### src/sv/sleep_wake_sequencer_defines.svh
// ----------------------------------------------------------------------------
// sleep wake sequencer assertion macros
// shared concurrent checks on i_clk, with or without the reset guard
// ----------------------------------------------------------------------------
`ifndef SLEEP_WAKE_SEQUENCER_DEFINES_SVH
`define SLEEP_WAKE_SEQUENCER_DEFINES_SVH

// same-cycle implication, disabled while in reset
`define SWSQ_ASSERT_IMPL(lbl, ante, cons, msg) \
    lbl: assert property (@(posedge i_clk) disable iff (!i_rst_n) (ante) |-> (cons)) \
        else $error(msg);

// next-cycle implication, not disabled by reset
`define SWSQ_ASSERT_NEXT(lbl, ante, cons, msg) \
    lbl: assert property (@(posedge i_clk) (ante) |=> (cons)) \
        else $error(msg);

`endif

### src/sv/swsq_pkg.sv
// ----------------------------------------------------------------------------
// sleep wake sequencer package
// widths, codes, payload structs and phase helpers
// ----------------------------------------------------------------------------
package swsq_pkg;

    localparam int NUM_LINES  = 3;
    localparam int TIME_W     = 32;
    localparam int SEC_W      = 32;
    localparam int MASK_W     = 3;
    localparam int EIGHT_W    = 29;
    localparam int SMALL_W    = 3;
    localparam int REASON_W   = 3;
    localparam int CMD_W      = 2;
    localparam int LINE_W     = 2;
    localparam int PERIOD_W   = 2;
    localparam int CFG_IDX_W  = 3;
    localparam int CFG_DATA_W = 32;

    typedef enum logic [CMD_W-1:0] {
        CMD_START = 2'd0,
        CMD_TICK  = 2'd1,
        CMD_EDGE  = 2'd2,
        CMD_NOP   = 2'd3
    } t_cmd;

    typedef enum logic [2:0] {
        PH_IDLE    = 3'd0,
        PH_UNTIMED = 3'd1,
        PH_EIGHT   = 3'd2,
        PH_FOUR    = 3'd3,
        PH_TWO     = 3'd4,
        PH_ONE     = 3'd5
    } t_phase;

    localparam logic [REASON_W-1:0] REASON_NONE  = 3'd0;
    localparam logic [REASON_W-1:0] REASON_TIMER = 3'd1;

    localparam logic [CFG_IDX_W-1:0] CFG_TIMER_EN  = 3'd0;
    localparam logic [CFG_IDX_W-1:0] CFG_SLEEP_S   = 3'd1;
    localparam logic [CFG_IDX_W-1:0] CFG_LINE_MASK = 3'd2;
    localparam logic [CFG_IDX_W-1:0] CFG_COOLDOWN0 = 3'd3;

    typedef struct packed {
        logic [CMD_W-1:0]  cmd;
        logic [LINE_W-1:0] line_index;
        logic              pin_level;
        logic [TIME_W-1:0] now_ms;
    } t_item;

    typedef struct packed {
        logic                asleep;
        logic                program_watchdog;
        logic [PERIOD_W-1:0] period_select;
        logic                woke;
        logic [REASON_W-1:0] wake_reason;
        logic                suppressed;
    } t_result;

    typedef struct packed {
        logic                              timer_wake_enabled;
        logic [SEC_W-1:0]                  sleep_seconds;
        logic [MASK_W-1:0]                 line_enable_mask;
        logic [NUM_LINES-1:0][TIME_W-1:0]  cooldown_ms;
    } t_cfg;

    // edge classification handed from line history to the phase sequencer
    typedef struct packed {
        logic assigned;
        logic suppressed;
    } t_edge_info;

    function automatic t_phase first_phase(input logic [EIGHT_W-1:0] eight,
                                           input logic [SMALL_W-1:0] small_left);
        t_phase p;
        if (eight != '0) begin
            p = PH_EIGHT;
        end else if (small_left[2]) begin
            p = PH_FOUR;
        end else if (small_left[1]) begin
            p = PH_TWO;
        end else if (small_left[0]) begin
            p = PH_ONE;
        end else begin
            p = PH_IDLE;
        end
        return p;
    endfunction

    function automatic logic is_timed(input t_phase p);
        return (p == PH_EIGHT) || (p == PH_FOUR) || (p == PH_TWO) || (p == PH_ONE);
    endfunction

endpackage

### src/sv/swsq_if.sv
// ----------------------------------------------------------------------------
// sleep wake sequencer channels
// valid/ready interfaces for items, results and register writes
// ----------------------------------------------------------------------------
interface swsq_item_if;
    logic                        valid;
    logic                        ready;
    logic [swsq_pkg::CMD_W-1:0]  cmd;
    logic [swsq_pkg::LINE_W-1:0] line_index;
    logic                        pin_level;
    logic [swsq_pkg::TIME_W-1:0] now_ms;

    modport source (output valid, cmd, line_index, pin_level, now_ms, input ready);
    modport sink   (input valid, cmd, line_index, pin_level, now_ms, output ready);
endinterface

interface swsq_result_if;
    logic                          valid;
    logic                          ready;
    logic                          asleep;
    logic                          program_watchdog;
    logic [swsq_pkg::PERIOD_W-1:0] period_select;
    logic                          woke;
    logic [swsq_pkg::REASON_W-1:0] wake_reason;
    logic                          suppressed;

    modport source (output valid, asleep, program_watchdog, period_select, woke,
                    wake_reason, suppressed, input ready);
    modport sink   (input valid, asleep, program_watchdog, period_select, woke,
                    wake_reason, suppressed, output ready);
endinterface

interface swsq_cfg_if;
    logic                            valid;
    logic                            ready;
    logic [swsq_pkg::CFG_IDX_W-1:0]  index;
    logic [swsq_pkg::CFG_DATA_W-1:0] data;

    modport source (output valid, index, data, input ready);
    modport sink   (input valid, index, data, output ready);
endinterface

### src/sv/swsq_cfg.sv
// ----------------------------------------------------------------------------
// sleep wake sequencer configuration registers
// register file with per-line history clear on cooldown writes
// ----------------------------------------------------------------------------
module swsq_cfg (
    input  logic                               i_clk,
    input  logic                               i_rst_n,
    swsq_cfg_if.sink                           i_cfg,
    output swsq_pkg::t_cfg                     o_cfg,
    output logic [swsq_pkg::NUM_LINES-1:0]     o_clear
);

    swsq_pkg::t_cfg r_cfg;
    logic           w_wr;

    assign i_cfg.ready = 1'b1;
    assign w_wr        = i_cfg.valid && i_cfg.ready;
    assign o_cfg       = r_cfg;

    // cooldown write also wipes that line's history
    always_comb begin
        for (int i = 0; i < swsq_pkg::NUM_LINES; i++) begin
            o_clear[i] = w_wr &&
                (i_cfg.index == swsq_pkg::CFG_IDX_W'(swsq_pkg::CFG_COOLDOWN0 + i));
        end
    end

    always_ff @(posedge i_clk) begin
        if (!i_rst_n) begin
            r_cfg <= '0;
        end else if (w_wr) begin
            if (i_cfg.index == swsq_pkg::CFG_TIMER_EN) begin
                r_cfg.timer_wake_enabled <= i_cfg.data[0];
            end
            if (i_cfg.index == swsq_pkg::CFG_SLEEP_S) begin
                r_cfg.sleep_seconds <= i_cfg.data[swsq_pkg::SEC_W-1:0];
            end
            if (i_cfg.index == swsq_pkg::CFG_LINE_MASK) begin
                r_cfg.line_enable_mask <= i_cfg.data[swsq_pkg::MASK_W-1:0];
            end
            for (int i = 0; i < swsq_pkg::NUM_LINES; i++) begin
                if (o_clear[i]) begin
                    r_cfg.cooldown_ms[i] <= i_cfg.data[swsq_pkg::TIME_W-1:0];
                end
            end
        end
    end

endmodule

### src/sv/swsq_line_hist.sv
// ----------------------------------------------------------------------------
// sleep wake sequencer line history
// last accepted wake time per line and the cooldown check
// ----------------------------------------------------------------------------
module swsq_line_hist (
    input  logic                           i_clk,
    input  logic                           i_rst_n,
    input  logic                           i_advance,
    input  logic                           i_active,
    input  swsq_pkg::t_item                i_item,
    input  swsq_pkg::t_cfg                 i_cfg,
    input  logic [swsq_pkg::NUM_LINES-1:0] i_clear,
    output swsq_pkg::t_edge_info           o_edge
);

    logic [swsq_pkg::TIME_W-1:0] r_last [swsq_pkg::NUM_LINES];
    logic [swsq_pkg::NUM_LINES-1:0] r_has;

    logic [swsq_pkg::TIME_W-1:0] w_cd;
    logic [swsq_pkg::TIME_W-1:0] w_last;
    logic [swsq_pkg::TIME_W-1:0] w_elapsed;
    logic                        w_has;
    logic                        w_assigned;
    logic                        w_supp;
    logic                        w_record;

    // pick the addressed line's settings and history
    always_comb begin
        w_cd       = '0;
        w_last     = '0;
        w_has      = 1'b0;
        w_assigned = 1'b0;
        for (int i = 0; i < swsq_pkg::NUM_LINES; i++) begin
            if (i_item.line_index == swsq_pkg::LINE_W'(i)) begin
                w_cd   = i_cfg.cooldown_ms[i];
                w_last = r_last[i];
                w_has  = r_has[i];
                if (i < swsq_pkg::MASK_W) begin
                    w_assigned = i_cfg.line_enable_mask[i];
                end
            end
        end
    end

    // wraparound elapsed time
    assign w_elapsed = i_item.now_ms - w_last;
    assign w_supp    = (w_cd != '0) && w_has && (w_elapsed < w_cd);
    assign w_record  = i_advance && i_active && (i_item.cmd == swsq_pkg::CMD_EDGE) &&
                       w_assigned && (w_cd != '0) && !w_supp;

    assign o_edge.assigned   = (i_item.cmd == swsq_pkg::CMD_EDGE) && w_assigned;
    assign o_edge.suppressed = w_supp;

    always_ff @(posedge i_clk) begin
        if (!i_rst_n) begin
            r_has <= '0;
        end else begin
            for (int i = 0; i < swsq_pkg::NUM_LINES; i++) begin
                if (i_clear[i]) begin
                    r_has[i] <= 1'b0;
                end else if (w_record && (i_item.line_index == swsq_pkg::LINE_W'(i))) begin
                    r_has[i] <= 1'b1;
                end
            end
        end
    end

    always_ff @(posedge i_clk) begin
        for (int i = 0; i < swsq_pkg::NUM_LINES; i++) begin
            if (w_record && (i_item.line_index == swsq_pkg::LINE_W'(i))) begin
                r_last[i] <= i_item.now_ms;
            end
        end
    end

endmodule

### src/sv/swsq_plan.sv
// ----------------------------------------------------------------------------
// sleep wake sequencer phase control
// chunk counters, phase state and the result of each item
// ----------------------------------------------------------------------------
module swsq_plan (
    input  logic                 i_clk,
    input  logic                 i_rst_n,
    input  logic                 i_advance,
    input  swsq_pkg::t_item      i_item,
    input  swsq_pkg::t_cfg       i_cfg,
    input  swsq_pkg::t_edge_info i_edge,
    output logic                 o_active,
    output swsq_pkg::t_result    o_result
);

    swsq_pkg::t_phase                 r_phase;
    swsq_pkg::t_phase                 n_phase;
    logic [swsq_pkg::EIGHT_W-1:0]     r_eight;
    logic [swsq_pkg::EIGHT_W-1:0]     n_eight;
    logic [swsq_pkg::SMALL_W-1:0]     r_small;
    logic [swsq_pkg::SMALL_W-1:0]     n_small;

    logic                             w_start;
    logic                             w_tick;
    logic                             w_edge;
    logic                             w_edge_wake;
    logic                             w_use_chunk;
    logic [swsq_pkg::EIGHT_W-1:0]     w_eight_dec;
    logic [swsq_pkg::SMALL_W-1:0]     w_small_dec;
    swsq_pkg::t_phase                 w_chunk_phase;
    swsq_pkg::t_phase                 w_start_phase;
    logic [2:0]                       w_ph_off;

    assign o_active = (r_phase != swsq_pkg::PH_IDLE);

    assign w_start     = (i_item.cmd == swsq_pkg::CMD_START);
    assign w_tick      = (i_item.cmd == swsq_pkg::CMD_TICK);
    assign w_edge      = (i_item.cmd == swsq_pkg::CMD_EDGE);
    assign w_edge_wake = o_active && i_edge.assigned && !i_edge.suppressed;
    // during a timed phase, ticks, unassigned edges and suppressed edges all use up a chunk
    assign w_use_chunk = swsq_pkg::is_timed(r_phase) &&
                         (w_tick || (w_edge && (!i_edge.assigned || i_edge.suppressed)));

    assign w_start_phase = swsq_pkg::first_phase(
        i_cfg.sleep_seconds[swsq_pkg::SEC_W-1:3], i_cfg.sleep_seconds[2:0]);

    always_comb begin
        w_eight_dec = r_eight;
        w_small_dec = r_small;
        case (r_phase)
            swsq_pkg::PH_EIGHT: w_eight_dec = r_eight - 1'b1;
            swsq_pkg::PH_FOUR:  w_small_dec = r_small & 3'b011;
            swsq_pkg::PH_TWO:   w_small_dec = r_small & 3'b101;
            default:            w_small_dec = r_small & 3'b110;
        endcase
    end

    assign w_chunk_phase = swsq_pkg::first_phase(w_eight_dec, w_small_dec);

    // next state
    always_comb begin
        n_phase = r_phase;
        n_eight = r_eight;
        n_small = r_small;
        if (w_start) begin
            if (i_cfg.timer_wake_enabled) begin
                n_eight = i_cfg.sleep_seconds[swsq_pkg::SEC_W-1:3];
                n_small = i_cfg.sleep_seconds[2:0];
                n_phase = w_start_phase;
            end else begin
                n_eight = '0;
                n_small = '0;
                n_phase = swsq_pkg::PH_UNTIMED;
            end
        end else if (w_edge_wake) begin
            n_eight = '0;
            n_small = '0;
            n_phase = swsq_pkg::PH_IDLE;
        end else if (w_use_chunk) begin
            n_eight = w_eight_dec;
            n_small = w_small_dec;
            n_phase = w_chunk_phase;
        end else if (!o_active || !swsq_pkg::is_timed(r_phase)) begin
            // stray codes fall back to idle, untimed stays as it is
            n_phase = (r_phase == swsq_pkg::PH_UNTIMED) ? swsq_pkg::PH_UNTIMED
                                                       : swsq_pkg::PH_IDLE;
        end
    end

    assign w_ph_off = 3'(n_phase) - 3'(swsq_pkg::PH_EIGHT);

    // outputs
    always_comb begin
        o_result                  = '0;
        o_result.asleep           = (n_phase != swsq_pkg::PH_IDLE);
        o_result.period_select    = swsq_pkg::is_timed(n_phase) ? w_ph_off[1:0] : '0;
        o_result.suppressed       = o_active && i_edge.assigned && i_edge.suppressed;
        if (w_start) begin
            if (i_cfg.timer_wake_enabled) begin
                o_result.woke             = (w_start_phase == swsq_pkg::PH_IDLE);
                o_result.program_watchdog = (w_start_phase != swsq_pkg::PH_IDLE);
            end
        end else if (w_edge_wake) begin
            o_result.woke        = 1'b1;
            o_result.wake_reason = {i_item.line_index + 1'b1, i_item.pin_level};
        end else if (w_use_chunk) begin
            o_result.program_watchdog = (w_chunk_phase != r_phase) &&
                                        (w_chunk_phase != swsq_pkg::PH_IDLE);
            if (w_chunk_phase == swsq_pkg::PH_IDLE) begin
                o_result.woke        = 1'b1;
                o_result.wake_reason = w_tick ? swsq_pkg::REASON_TIMER
                                              : swsq_pkg::REASON_NONE;
            end
        end
    end

    always_ff @(posedge i_clk) begin
        if (!i_rst_n) begin
            r_phase <= swsq_pkg::PH_IDLE;
            r_eight <= '0;
            r_small <= '0;
        end else if (i_advance) begin
            r_phase <= n_phase;
            r_eight <= n_eight;
            r_small <= n_small;
        end
    end

endmodule

### src/sv/sleep_wake_sequencer.sv
// ----------------------------------------------------------------------------
// sleep wake sequencer top level
// path: input register, then result register, from input transfer to result valid
// throughput: one item per cycle while the result register is free or being drained
// reset: synchronous active low, clears phase, counters, history and registers
// ----------------------------------------------------------------------------
`include "sleep_wake_sequencer_defines.svh"

module sleep_wake_sequencer (
    input  logic          i_clk,
    input  logic          i_rst_n,
    swsq_item_if.sink     i_item,
    swsq_result_if.source o_result,
    swsq_cfg_if.sink      i_cfg
);

    // input stage
    logic                           r_in_valid;
    swsq_pkg::t_item                r_in;

    // result stage
    logic                           r_out_valid;
    swsq_pkg::t_result              r_out;

    // internal links
    logic                           w_advance;
    logic                           w_active;
    swsq_pkg::t_cfg                 w_cfg;
    logic [swsq_pkg::NUM_LINES-1:0] w_clear;
    swsq_pkg::t_edge_info           w_edge;
    swsq_pkg::t_result              w_result;

    // an item moves on whenever the result register is free or being drained,
    // so a waiting result only holds off input transfers once the input
    // register is full as well
    assign w_advance    = r_in_valid && (!r_out_valid || o_result.ready);
    assign i_item.ready = !r_in_valid || w_advance;

    always_ff @(posedge i_clk) begin
        if (!i_rst_n) begin
            r_in_valid <= 1'b0;
        end else if (i_item.ready) begin
            r_in_valid <= i_item.valid;
        end
    end

    // payload needs no reset
    always_ff @(posedge i_clk) begin
        if (i_item.valid && i_item.ready) begin
            r_in.cmd        <= i_item.cmd;
            r_in.line_index <= i_item.line_index;
            r_in.pin_level  <= i_item.pin_level;
            r_in.now_ms     <= i_item.now_ms;
        end
    end

    // register file, cooldown writes clear line history
    swsq_cfg u_cfg (
        .i_clk   (i_clk),
        .i_rst_n (i_rst_n),
        .i_cfg   (i_cfg),
        .o_cfg   (w_cfg),
        .o_clear (w_clear)
    );

    // cooldown check and last-wake bookkeeping per line
    swsq_line_hist u_hist (
        .i_clk     (i_clk),
        .i_rst_n   (i_rst_n),
        .i_advance (w_advance),
        .i_active  (w_active),
        .i_item    (r_in),
        .i_cfg     (w_cfg),
        .i_clear   (w_clear),
        .o_edge    (w_edge)
    );

    // phase sequencing and result forming
    swsq_plan u_plan (
        .i_clk     (i_clk),
        .i_rst_n   (i_rst_n),
        .i_advance (w_advance),
        .i_item    (r_in),
        .i_cfg     (w_cfg),
        .i_edge    (w_edge),
        .o_active  (w_active),
        .o_result  (w_result)
    );

    always_ff @(posedge i_clk) begin
        if (!i_rst_n) begin
            r_out_valid <= 1'b0;
        end else if (w_advance) begin
            r_out_valid <= 1'b1;
        end else if (o_result.ready) begin
            r_out_valid <= 1'b0;
        end
    end

    always_ff @(posedge i_clk) begin
        if (w_advance) begin
            r_out <= w_result;
        end
    end

    assign o_result.valid            = r_out_valid;
    assign o_result.asleep           = r_out.asleep;
    assign o_result.program_watchdog = r_out.program_watchdog;
    assign o_result.period_select    = r_out.period_select;
    assign o_result.woke             = r_out.woke;
    assign o_result.wake_reason      = r_out.wake_reason;
    assign o_result.suppressed       = r_out.suppressed;

    // a wake always leaves the block awake
    `SWSQ_ASSERT_IMPL(a_wake_ends_sleep, r_out_valid && r_out.woke, !r_out.asleep,
        "wake while asleep")
    // a reason code only travels with a wake
    `SWSQ_ASSERT_IMPL(a_reason_with_wake,
        r_out_valid && (r_out.wake_reason != swsq_pkg::REASON_NONE), r_out.woke,
        "reason without wake")
    // reprogramming only happens for a timed phase that continues
    `SWSQ_ASSERT_IMPL(a_prog_timed, r_out_valid && r_out.program_watchdog,
        r_out.asleep && !r_out.woke, "watchdog reprogram while not sleeping")
    // reset empties both stages
    `SWSQ_ASSERT_NEXT(a_reset_empty, !i_rst_n, !r_in_valid && !r_out_valid,
        "pipeline not empty after reset")

endmodule
### src/flat_wrapper.sv
// flat-port wrapper written by rule: the top's interface ports become plain ports
module sleep_wake_sequencer_flat 
  (i_clk, i_rst_n, i_item_valid, i_item_cmd, i_item_line_index, i_item_pin_level, i_item_now_ms, i_item_ready, o_result_valid, o_result_asleep, o_result_program_watchdog, o_result_period_select, o_result_woke, o_result_wake_reason, o_result_suppressed, o_result_ready, i_cfg_valid, i_cfg_index, i_cfg_data, i_cfg_ready);
  swsq_item_if i_item_i ();
  swsq_result_if o_result_i ();
  swsq_cfg_if i_cfg_i ();
  input  logic i_clk;
  input  logic i_rst_n;
  input wire logic [$bits(i_item_i.valid)-1:0] i_item_valid;
  input wire logic [$bits(i_item_i.cmd)-1:0] i_item_cmd;
  input wire logic [$bits(i_item_i.line_index)-1:0] i_item_line_index;
  input wire logic [$bits(i_item_i.pin_level)-1:0] i_item_pin_level;
  input wire logic [$bits(i_item_i.now_ms)-1:0] i_item_now_ms;
  output wire logic [$bits(i_item_i.ready)-1:0] i_item_ready;
  output wire logic [$bits(o_result_i.valid)-1:0] o_result_valid;
  output wire logic [$bits(o_result_i.asleep)-1:0] o_result_asleep;
  output wire logic [$bits(o_result_i.program_watchdog)-1:0] o_result_program_watchdog;
  output wire logic [$bits(o_result_i.period_select)-1:0] o_result_period_select;
  output wire logic [$bits(o_result_i.woke)-1:0] o_result_woke;
  output wire logic [$bits(o_result_i.wake_reason)-1:0] o_result_wake_reason;
  output wire logic [$bits(o_result_i.suppressed)-1:0] o_result_suppressed;
  input wire logic [$bits(o_result_i.ready)-1:0] o_result_ready;
  input wire logic [$bits(i_cfg_i.valid)-1:0] i_cfg_valid;
  input wire logic [$bits(i_cfg_i.index)-1:0] i_cfg_index;
  input wire logic [$bits(i_cfg_i.data)-1:0] i_cfg_data;
  output wire logic [$bits(i_cfg_i.ready)-1:0] i_cfg_ready;
  assign i_item_i.valid = i_item_valid;
  assign i_item_i.cmd = i_item_cmd;
  assign i_item_i.line_index = i_item_line_index;
  assign i_item_i.pin_level = i_item_pin_level;
  assign i_item_i.now_ms = i_item_now_ms;
  assign i_item_ready = i_item_i.ready;
  assign o_result_valid = o_result_i.valid;
  assign o_result_asleep = o_result_i.asleep;
  assign o_result_program_watchdog = o_result_i.program_watchdog;
  assign o_result_period_select = o_result_i.period_select;
  assign o_result_woke = o_result_i.woke;
  assign o_result_wake_reason = o_result_i.wake_reason;
  assign o_result_suppressed = o_result_i.suppressed;
  assign o_result_i.ready = o_result_ready;
  assign i_cfg_i.valid = i_cfg_valid;
  assign i_cfg_i.index = i_cfg_index;
  assign i_cfg_i.data = i_cfg_data;
  assign i_cfg_ready = i_cfg_i.ready;
  sleep_wake_sequencer u_core (.i_clk(i_clk), .i_rst_n(i_rst_n), .i_item(i_item_i), .o_result(o_result_i), .i_cfg(i_cfg_i));
endmodule
### config.mk
export PLATFORM = sky130hd
export DESIGN_NAME = sleep_wake_sequencer_flat
export DESIGN_NICKNAME = d
export VERILOG_FILES = /design/src/sv/swsq_pkg.sv /design/src/sv/swsq_if.sv /design/src/sv/swsq_cfg.sv /design/src/sv/swsq_line_hist.sv /design/src/sv/swsq_plan.sv /design/src/sv/sleep_wake_sequencer.sv /design/src/flat_wrapper.sv
export VERILOG_INCLUDE_DIRS = /design/src /design/src/sv
export SDC_FILE = /design/constraint.sdc
export NUM_CORES = 1
export LEC_CHECK = 0
export ABC_AREA = 1
export BUFFER_PORTS_ARGS = -buffer_cell sky130_fd_sc_hd__buf_2
export CAP_MARGIN = 0
export CORE_UTILIZATION = 64
export CTS_CLUSTER_SIZE = 24
export DETAILED_ROUTE_END_ITERATION = 16
export GPL_ROUTABILITY_DRIVEN = 0
export PLACE_DENSITY = 0.89
export SLEW_MARGIN = 20
export SYNTH_ARGS = -nofsm -noshare
export SYNTH_HDL_FRONTEND = slang
export SYNTH_SLANG_ARGS = --single-unit
### constraint.sdc
create_clock -name i_clk -period 13.59 [get_ports i_clk]
set_clock_uncertainty 0.15 [all_clocks]
set_input_delay 2.0385 -clock i_clk [delete_from_list [all_inputs] [get_ports i_clk]]
set_output_delay 2.0385 -clock i_clk [all_outputs]
set_load 0.05 [all_outputs]
==> flow_summary_export.csv, run 1 <==
group,metric,value,unit
status,outcome,"finished clean",
route,vias,13800,
route,drt_iter0_drc,1538,
clock_network,cts_root_buffer,"clkbuf_16",
yosys,synth_warnings,0,
finish,fillers,1737,
grt,grt_max_degree,122,
place,portBuffers,87,
pwr,ir_worst_vdd,0.121,mV
route,wl_per_cell,17.3,um
clock_network,worstSkewPairLatency,520,ps
clock_network,cts_tree,"done",
timing,min_period,7700,ps
timing,fmax,130,MHz
die,rows,57,
hold_path,hp-class,"register to register",
yosys,syn_inst,1896,
clock_network,post-cts-setup-buffer-count,0,
timing,relSlewSlack,26.7,%
die,core_area,0.0242,sq mm
worst_setup_path,startpoint_type,"register",
yosys,syn-num-nets,2040,
die,io_pins,89,
yosys,ys_seq_elements,314,
clock_network,clockBufferDepth,3,
worst_setup_path,max_stage_delay,630,ps
worst_setup_path,path_class,"register to register",
grt,grt.total_usage,31.2,%
pwr,leakagePower,0.00725,uW
finish,nNetsFinal,2091,
route,drc,0,
pwr,power_density,135,mW/mm^2
yosys,synth.distinct_cells,52,
run,drv_cap,0,
clock_network,cts_buffers,34,
timing,fin_setup_tns,0,ps
timing,finalSetupViolations,0,
yosys,syn_area,0.0158,sq mm
finish,multi_input_area,0.00697,sq mm
die,die_area,0.0253,sq mm
grt,grt.overflow.total,0,
clock_network,path_clk_slew,70,ps
finish,ff_latch_area,0.00771,sq mm
timing,fin_crit_sh,56.6,%
worst_setup_path,critPathCaptureType,"register",
clock_network,cts_resized,0,
finish,antenna_cells,0,
grt,grt_pass1_vias,13000,
grt,antenna_found_initial,0,
worst_setup_path,cp.required,13880,ps
die,fp.dieH,159,um
route,viasPerCell,5.99,
die,die_w,159,um
route,drtPass1Iterations,6,
worst_setup_path,arrival,7990,ps
timing,hold_viol_final,0,
finish,area_growth,10.3,%
yosys,yosysSeqAreaShare,48.9,%
die,initial_core_util,65.0,%
timing,worst_slew_pin_slew,1090,ps
pwr,p_total,2340,uW
timing,rsz0062_at_grt,"no",
clock_network,cts_sinks,314,
clock_network,hold_buffers,0,
finish,drive_gt1_share,10.4,%
grt,grt_first_pass_wirelength,63900,um
worst_setup_path,cp_slowest_cell,"buf_4",
worst_setup_path,cp_max_fo,67,
timing,maxSlewViolCount,0,
finish,final_cell_mix,"329 x nor2_1, 239 x o21ai_0, 228 x nand2_1",
yosys,syn_area_per_cell,8.32,sq um
route,drt_wl_total,39700,um
finish,final_common_cell,"nor2_1",
place,place.detailed.hpwl,26400,um
clock_network,cts_max_level,2,
route,ant_nets,0,
==> power breakdown <==
part	total, uW	leakage (uW)	internal (uW)	switching (uW)
sequential	1040	0.00271	1020	21.5
combinational	399	0.00400	139	260
clock	904	0.000541	521	383
==> logic make-up after synthesis <==
group	share of synthesized area, %
compound gates	17.9
xor+xnor	2.61
fa+ha+maj	5.36
buf+inv	7.02
flops	48.9
mux	0.0635
other cells	0.0238
simple gates	18.1
==> final cells by class <==
| type | count | area share [%] |
|---|---|---|
| clock inverter | 23 | 1.15 |
| clock buffer | 38 | 5.16 |
| multi-input combinational | 1315 | 40.1 |
| tap | 324 | 2.33 |
| sequential | 314 | 44.3 |
| timing repair buffer | 99 | 3.03 |
| inverter | 183 | 3.96 |
==> state kept, by name (all words and copies together), names as in the netlist, 2 cells and up <==
signal                         count
u_core.o_result.wake_reason        3
u_core.u_plan.r_phase              3
u_core.o_result.period_select      2
u_core.r_in                       37
u_core.u_plan.r_eight             29
u_core.u_cfg.o_cfg               132
u_core.u_hist.r_last              96
u_core.u_hist.r_has                3
u_core.u_plan.r_small              3
==> routing by layer <==
layer / GRT usage, % / wire (um)
met1: 40.7 / 16100
met5: 0 / 0
met4: 15.7 / 1840
met2: 50.4 / 18200
met3: 5.31 / 3550
==> cell usage after synthesis (all sizes together) <==
library cell | count | share of area [%]
a221o | 7 | 0.44
edfxtp | 142 | 27
or2 | 7 | 0.28
xor2 | 37 | 2.1
nor2 | 342 | 8.4
o21ai | 295 | 9.4
a31oi | 6 | 0.24
inv | 179 | 4.3
a211oi | 3 | 0.14
conb | 1 | 0.024
fa | 1 | 0.13
and2 | 2 | 0.079
mux2i | 1 | 0.063
nor4 | 8 | 0.32
ha | 66 | 5.2
o2111ai | 1 | 0.056
clkinv | 4 | 0.095
a221oi | 3 | 0.17
nor3b | 1 | 0.048
xnor2 | 10 | 0.56
o221ai | 2 | 0.11
a21boi | 4 | 0.19
dfxtp | 172 | 22
a21oi | 142 | 4.6
nand3 | 42 | 1.4
o21a | 5 | 0.24
nand4 | 24 | 0.95
a22oi | 25 | 1.2
nand2 | 242 | 6.2
buf | 29 | 1.3
a21o | 2 | 0.095
clkbuf | 55 | 1.3
nor3 | 14 | 0.48
o21bai | 2 | 0.095
o22ai | 20 | 0.99
==> metrics by stage <==
step | std cells | hold WS (ps) | util [%] | setup WS [ps] | cell area, sq um
3_3_place_gp | 2235 | 285 | 67.2 | 6130 | 16300
3_5_place_dp | 2235 | 288 | 67.2 | 5770 | 16300
5_1_grt | 2296 | 317 | 71.8 | 5290 | 17400
4_1_cts | 2296 | 298 | 71.8 | 5580 | 17400
2_1_floorplan | 1896 | 274 | - | 7570 | 15800
6_report | 2296 | 300 | 71.8 | 5890 | 17400
==> path summary, 6_finish.rpt <==
check,startpoint,to,cells after the start,slack (ps)
worst max-delay path,u_core.r_in[34],u_core.u_plan.r_eight[14],36,5890
worst min register to register,u_core.u_cfg.o_cfg[5],u_core.u_cfg.o_cfg[5],2,300
worst max register to register,u_core.r_in[34],u_core.u_plan.r_eight[14],36,5890
worst min-delay path,u_core.u_cfg.o_cfg[5],u_core.u_cfg.o_cfg[5],2,300
==> worst max-delay path: cells and delay by family, from the launching register on <==
kind / cells / cell delay [ps]
flip-flops: 1 / 390
AO/OA/AOI/OAI: 10 / 2360
AND/OR/NAND/NOR: 16 / 1920
buffers and inverters: 6 / 1790
XOR/XNOR: 1 / 170
adder cells (fa/ha/maj): 3 / 760
Power figures use the tool's default switching activity.
==> run 2: changes to the inputs <==
CORE_UTILIZATION = 62   (was 64)
PLACE_DENSITY = 0.87   (was 0.89)
clock period = 7.25 ns   (was 13.59 ns; I/O delays follow)
==> run 2 against run 1 <==
Cell area rose by 0.51%. Critical path depth fell by 1. Routed wire length rose by 3.1%.
==> flow_summary_export.csv, run 2 (synthesis gave the netlist of run 1 again) <==
group,metric,value,unit
grt,grt_pass1_vias,13400,
timing,setup_ws,525,ps
grt,grt.total_usage,31.3,%
pwr,leakagePower,0.00729,uW
timing,worst_slew_pin_slew,1060,ps
timing,fmax,149,MHz
die,die_area,0.0261,sq mm
worst_setup_path,r2r_slack,520,ps
die,core_area,0.0250,sq mm
route,drt_iter0_drc,1519,
clock_network,worstSkewPairLatency,520,ps
place,pre_cts_slack,454,ps
finish,stdcell_count,2305,
finish,final_common_cell,"nor2_1",
worst_setup_path,critPathCaptureType,"register",
finish,largest_reg_flops,132,
grt,grt_first_pass_wirelength,65400,um
grt,grt_max_degree,95,
die,die_w,161,um
clock_network,cts_tree,"done",
grt,use_met2,52.6,%
clock_network,clockBufferDepth,3,
grt,use_met1,39.2,%
die,fp.dieH,161,um
route,drc,0,
worst_setup_path,cp_slowest_cell,"fa_1",
pwr,pwr-share-clk,39.3,%
finish,design_area,0.0175,sq mm
status,outcome,"finished clean",
worst_setup_path,ff2ff_path_depth,35,
place,place.detailed.hpwl,27300,um
finish,nNetsFinal,2094,
hold_path,min_from,"u_core.u_cfg.o_cfg[17]",
worst_setup_path,r2r-end,"u_core.u_plan.r_eight[22]",
worst_setup_path,arrival,6970,ps
clock_network,path_clk_slew,60,ps
worst_setup_path,startpoint_type,"register",
worst_setup_path,reg2reg_from,"u_core.r_in[33]",
grt,globalRouteMet3Util,4.26,%
clock_network,cts_buffers,34,
route,viasPerCell,6.02,
clock_network,cts_max_level,2,
route,drt_wl_total,40900,um
worst_setup_path,path_class,"register to register",
route,ant_nets,0,
clock_network,cts_sinks,314,
clock_network,post-cts-setup-buffer-count,0,
die,io_pins,89,
worst_setup_path,cp_max_fo,33,
run,drv_cap,0,
worst_setup_path,max_stage_delay,440,ps
grt,grt.overflow.total,0,
timing,relSlewSlack,28.6,%
pwr,power_density,255,mW/mm^2
pwr,ir_worst_vdd,0.227,mV
timing,fin_crit_sh,92.8,%
worst_setup_path,cpMostUsedCell,"nand2_1",
hold_path,min_to,"u_core.u_cfg.o_cfg[17]",
finish,drive_gt1_share,10.4,%
place,portBuffers,87,
worst_setup_path,cp.required,7500,ps
timing,maxSlewViolCount,0,
worst_setup_path,cp.buffers_inverters,6,
hold_path,min_path_cells,2,
place,dp.cells,2244,
die,initial_core_util,63.0,%
pwr,switching_share,27.5,%
route,vias,13900,
pwr,power.switching,1230,uW
timing,min_period,6730,ps
finish,fillers,1858,
clock_network,cts_root_buffer,"clkbuf_16",
die,rows,58,
hold_path,hp-class,"register to register",
pwr,p_int,3230,uW
worst_setup_path,cp_top_family,"compound AO/OA/AOI/OAI gates",
grt,grt_busiest_layer,"met2",
timing,hold_viol_final,0,
pwr,comb_power_share,17.1,%
route,wl_per_cell,17.8,um
grt,antenna_found_initial,0,
finish,area_growth,10.9,%
timing,finalSetupViolations,0,
route,drtPass1Iterations,5,
place,dpl-instance-area,0.0163,sq mm
pwr,seqPwrFrac,43.6,%
finish,final_cell_mix,"329 x nor2_1, 239 x o21ai_0, 228 x nand2_1",
## run 2: changes by cell type in the layout (fill, tap and decap cells not counted), moves of 2 or more
cell      before  now
clkbuf_1       2    6
clkbuf_8       1    5
clkinv_4       4    0
inv_6          5    1
buf_4         13   15
clkinv_1       9    7
clkinv_2       7    5
## run 2: worst reg2reg max path: cells and delay by family (launching register included)
kind                     cells  cell delay, ps
XOR/XNOR                     1             160
adder cells (fa/ha/maj)      4            1320
AO/OA/AOI/OAI                9            1790
AND/OR/NAND/NOR             15            1780
flip-flops                   1             430
buffers and inverters        6             980
## run 2: final cells by class
cell class / count / area [sq um] / share of cell area, %
Multi-Input combinational cell: 1315 / 6970 / 39.9
Timing Repair Buffer: 102 / 563 / 3.22
Inverter: 183 / 693 / 3.96
Clock buffer: 47 / 992 / 5.67
Sequential cell: 314 / 7710 / 44.1
Antenna cell: 1 / 2.50 / 0.0143
Clock inverter: 13 / 145 / 0.830
Tap cell: 330 / 413 / 2.36
## run 2: per-layer routing
| layer | part of all wire, % | vias up |
|---|---|---|
| li1 | - | 6527 |
| met1 | 40 | 6489 |
| met2 | 47 | 710 |
| met3 | 8.3 | 146 |
| met4 | 4.9 | 0 |
| met5 | 0 | - |
## run 2: worst max path at each step
stage / depth (start not counted) / endpoint / slack, ps / from
6_report: 35 / u_core.u_plan.r_eight[22] / 520 / u_core.r_in[33]
4_1_cts: 36 / u_core.u_plan.r_eight[22] / 390 / u_core.r_in[34]
3_5_place_dp: 36 / u_core.u_plan.r_eight[2] / 450 / u_core.r_in[34]
2_1_floorplan: 33 / u_core.u_hist.r_last[0][32] / 1230 / u_core.r_in[33]
5_1_grt: 37 / u_core.u_plan.r_eight[22] / -10 / u_core.r_in[33]
3_3_place_gp: 36 / u_core.u_plan.r_eight[3] / 840 / u_core.r_in[34]
## run 2: repair_timing
| item | 4_1_cts | 5_1_grt |
|---|---|---|
| gates resized for setup | 0 | 6 |
| hold buffers | 0 | 0 |
| endpoints found under the setup margin | 0 | 98 |
## run 2: stage by stage
step                      power (uW)  util (%)  TNS [ps]  hold slack [ps]
after floorplan                 2510         -         0              274
after global placement          2680      65.2         0              286
after detailed placement        2710      65.2         0              293
after CTS                       4460      69.8         0              302
after global routing            4630      69.8     -18.8              326
final                           4460      69.9         0              300
## run 2: power by group through the flow
stage | Combinational, uW | Clock [uW] | Sequential, uW
after floorplan | 535 | 0 | 1980
after global placement | 699 | 0 | 1980
after detailed placement | 732 | 0 | 1980
after CTS | 746 | 1770 | 1940
after global routing | 847 | 1840 | 1950
final | 764 | 1750 | 1950
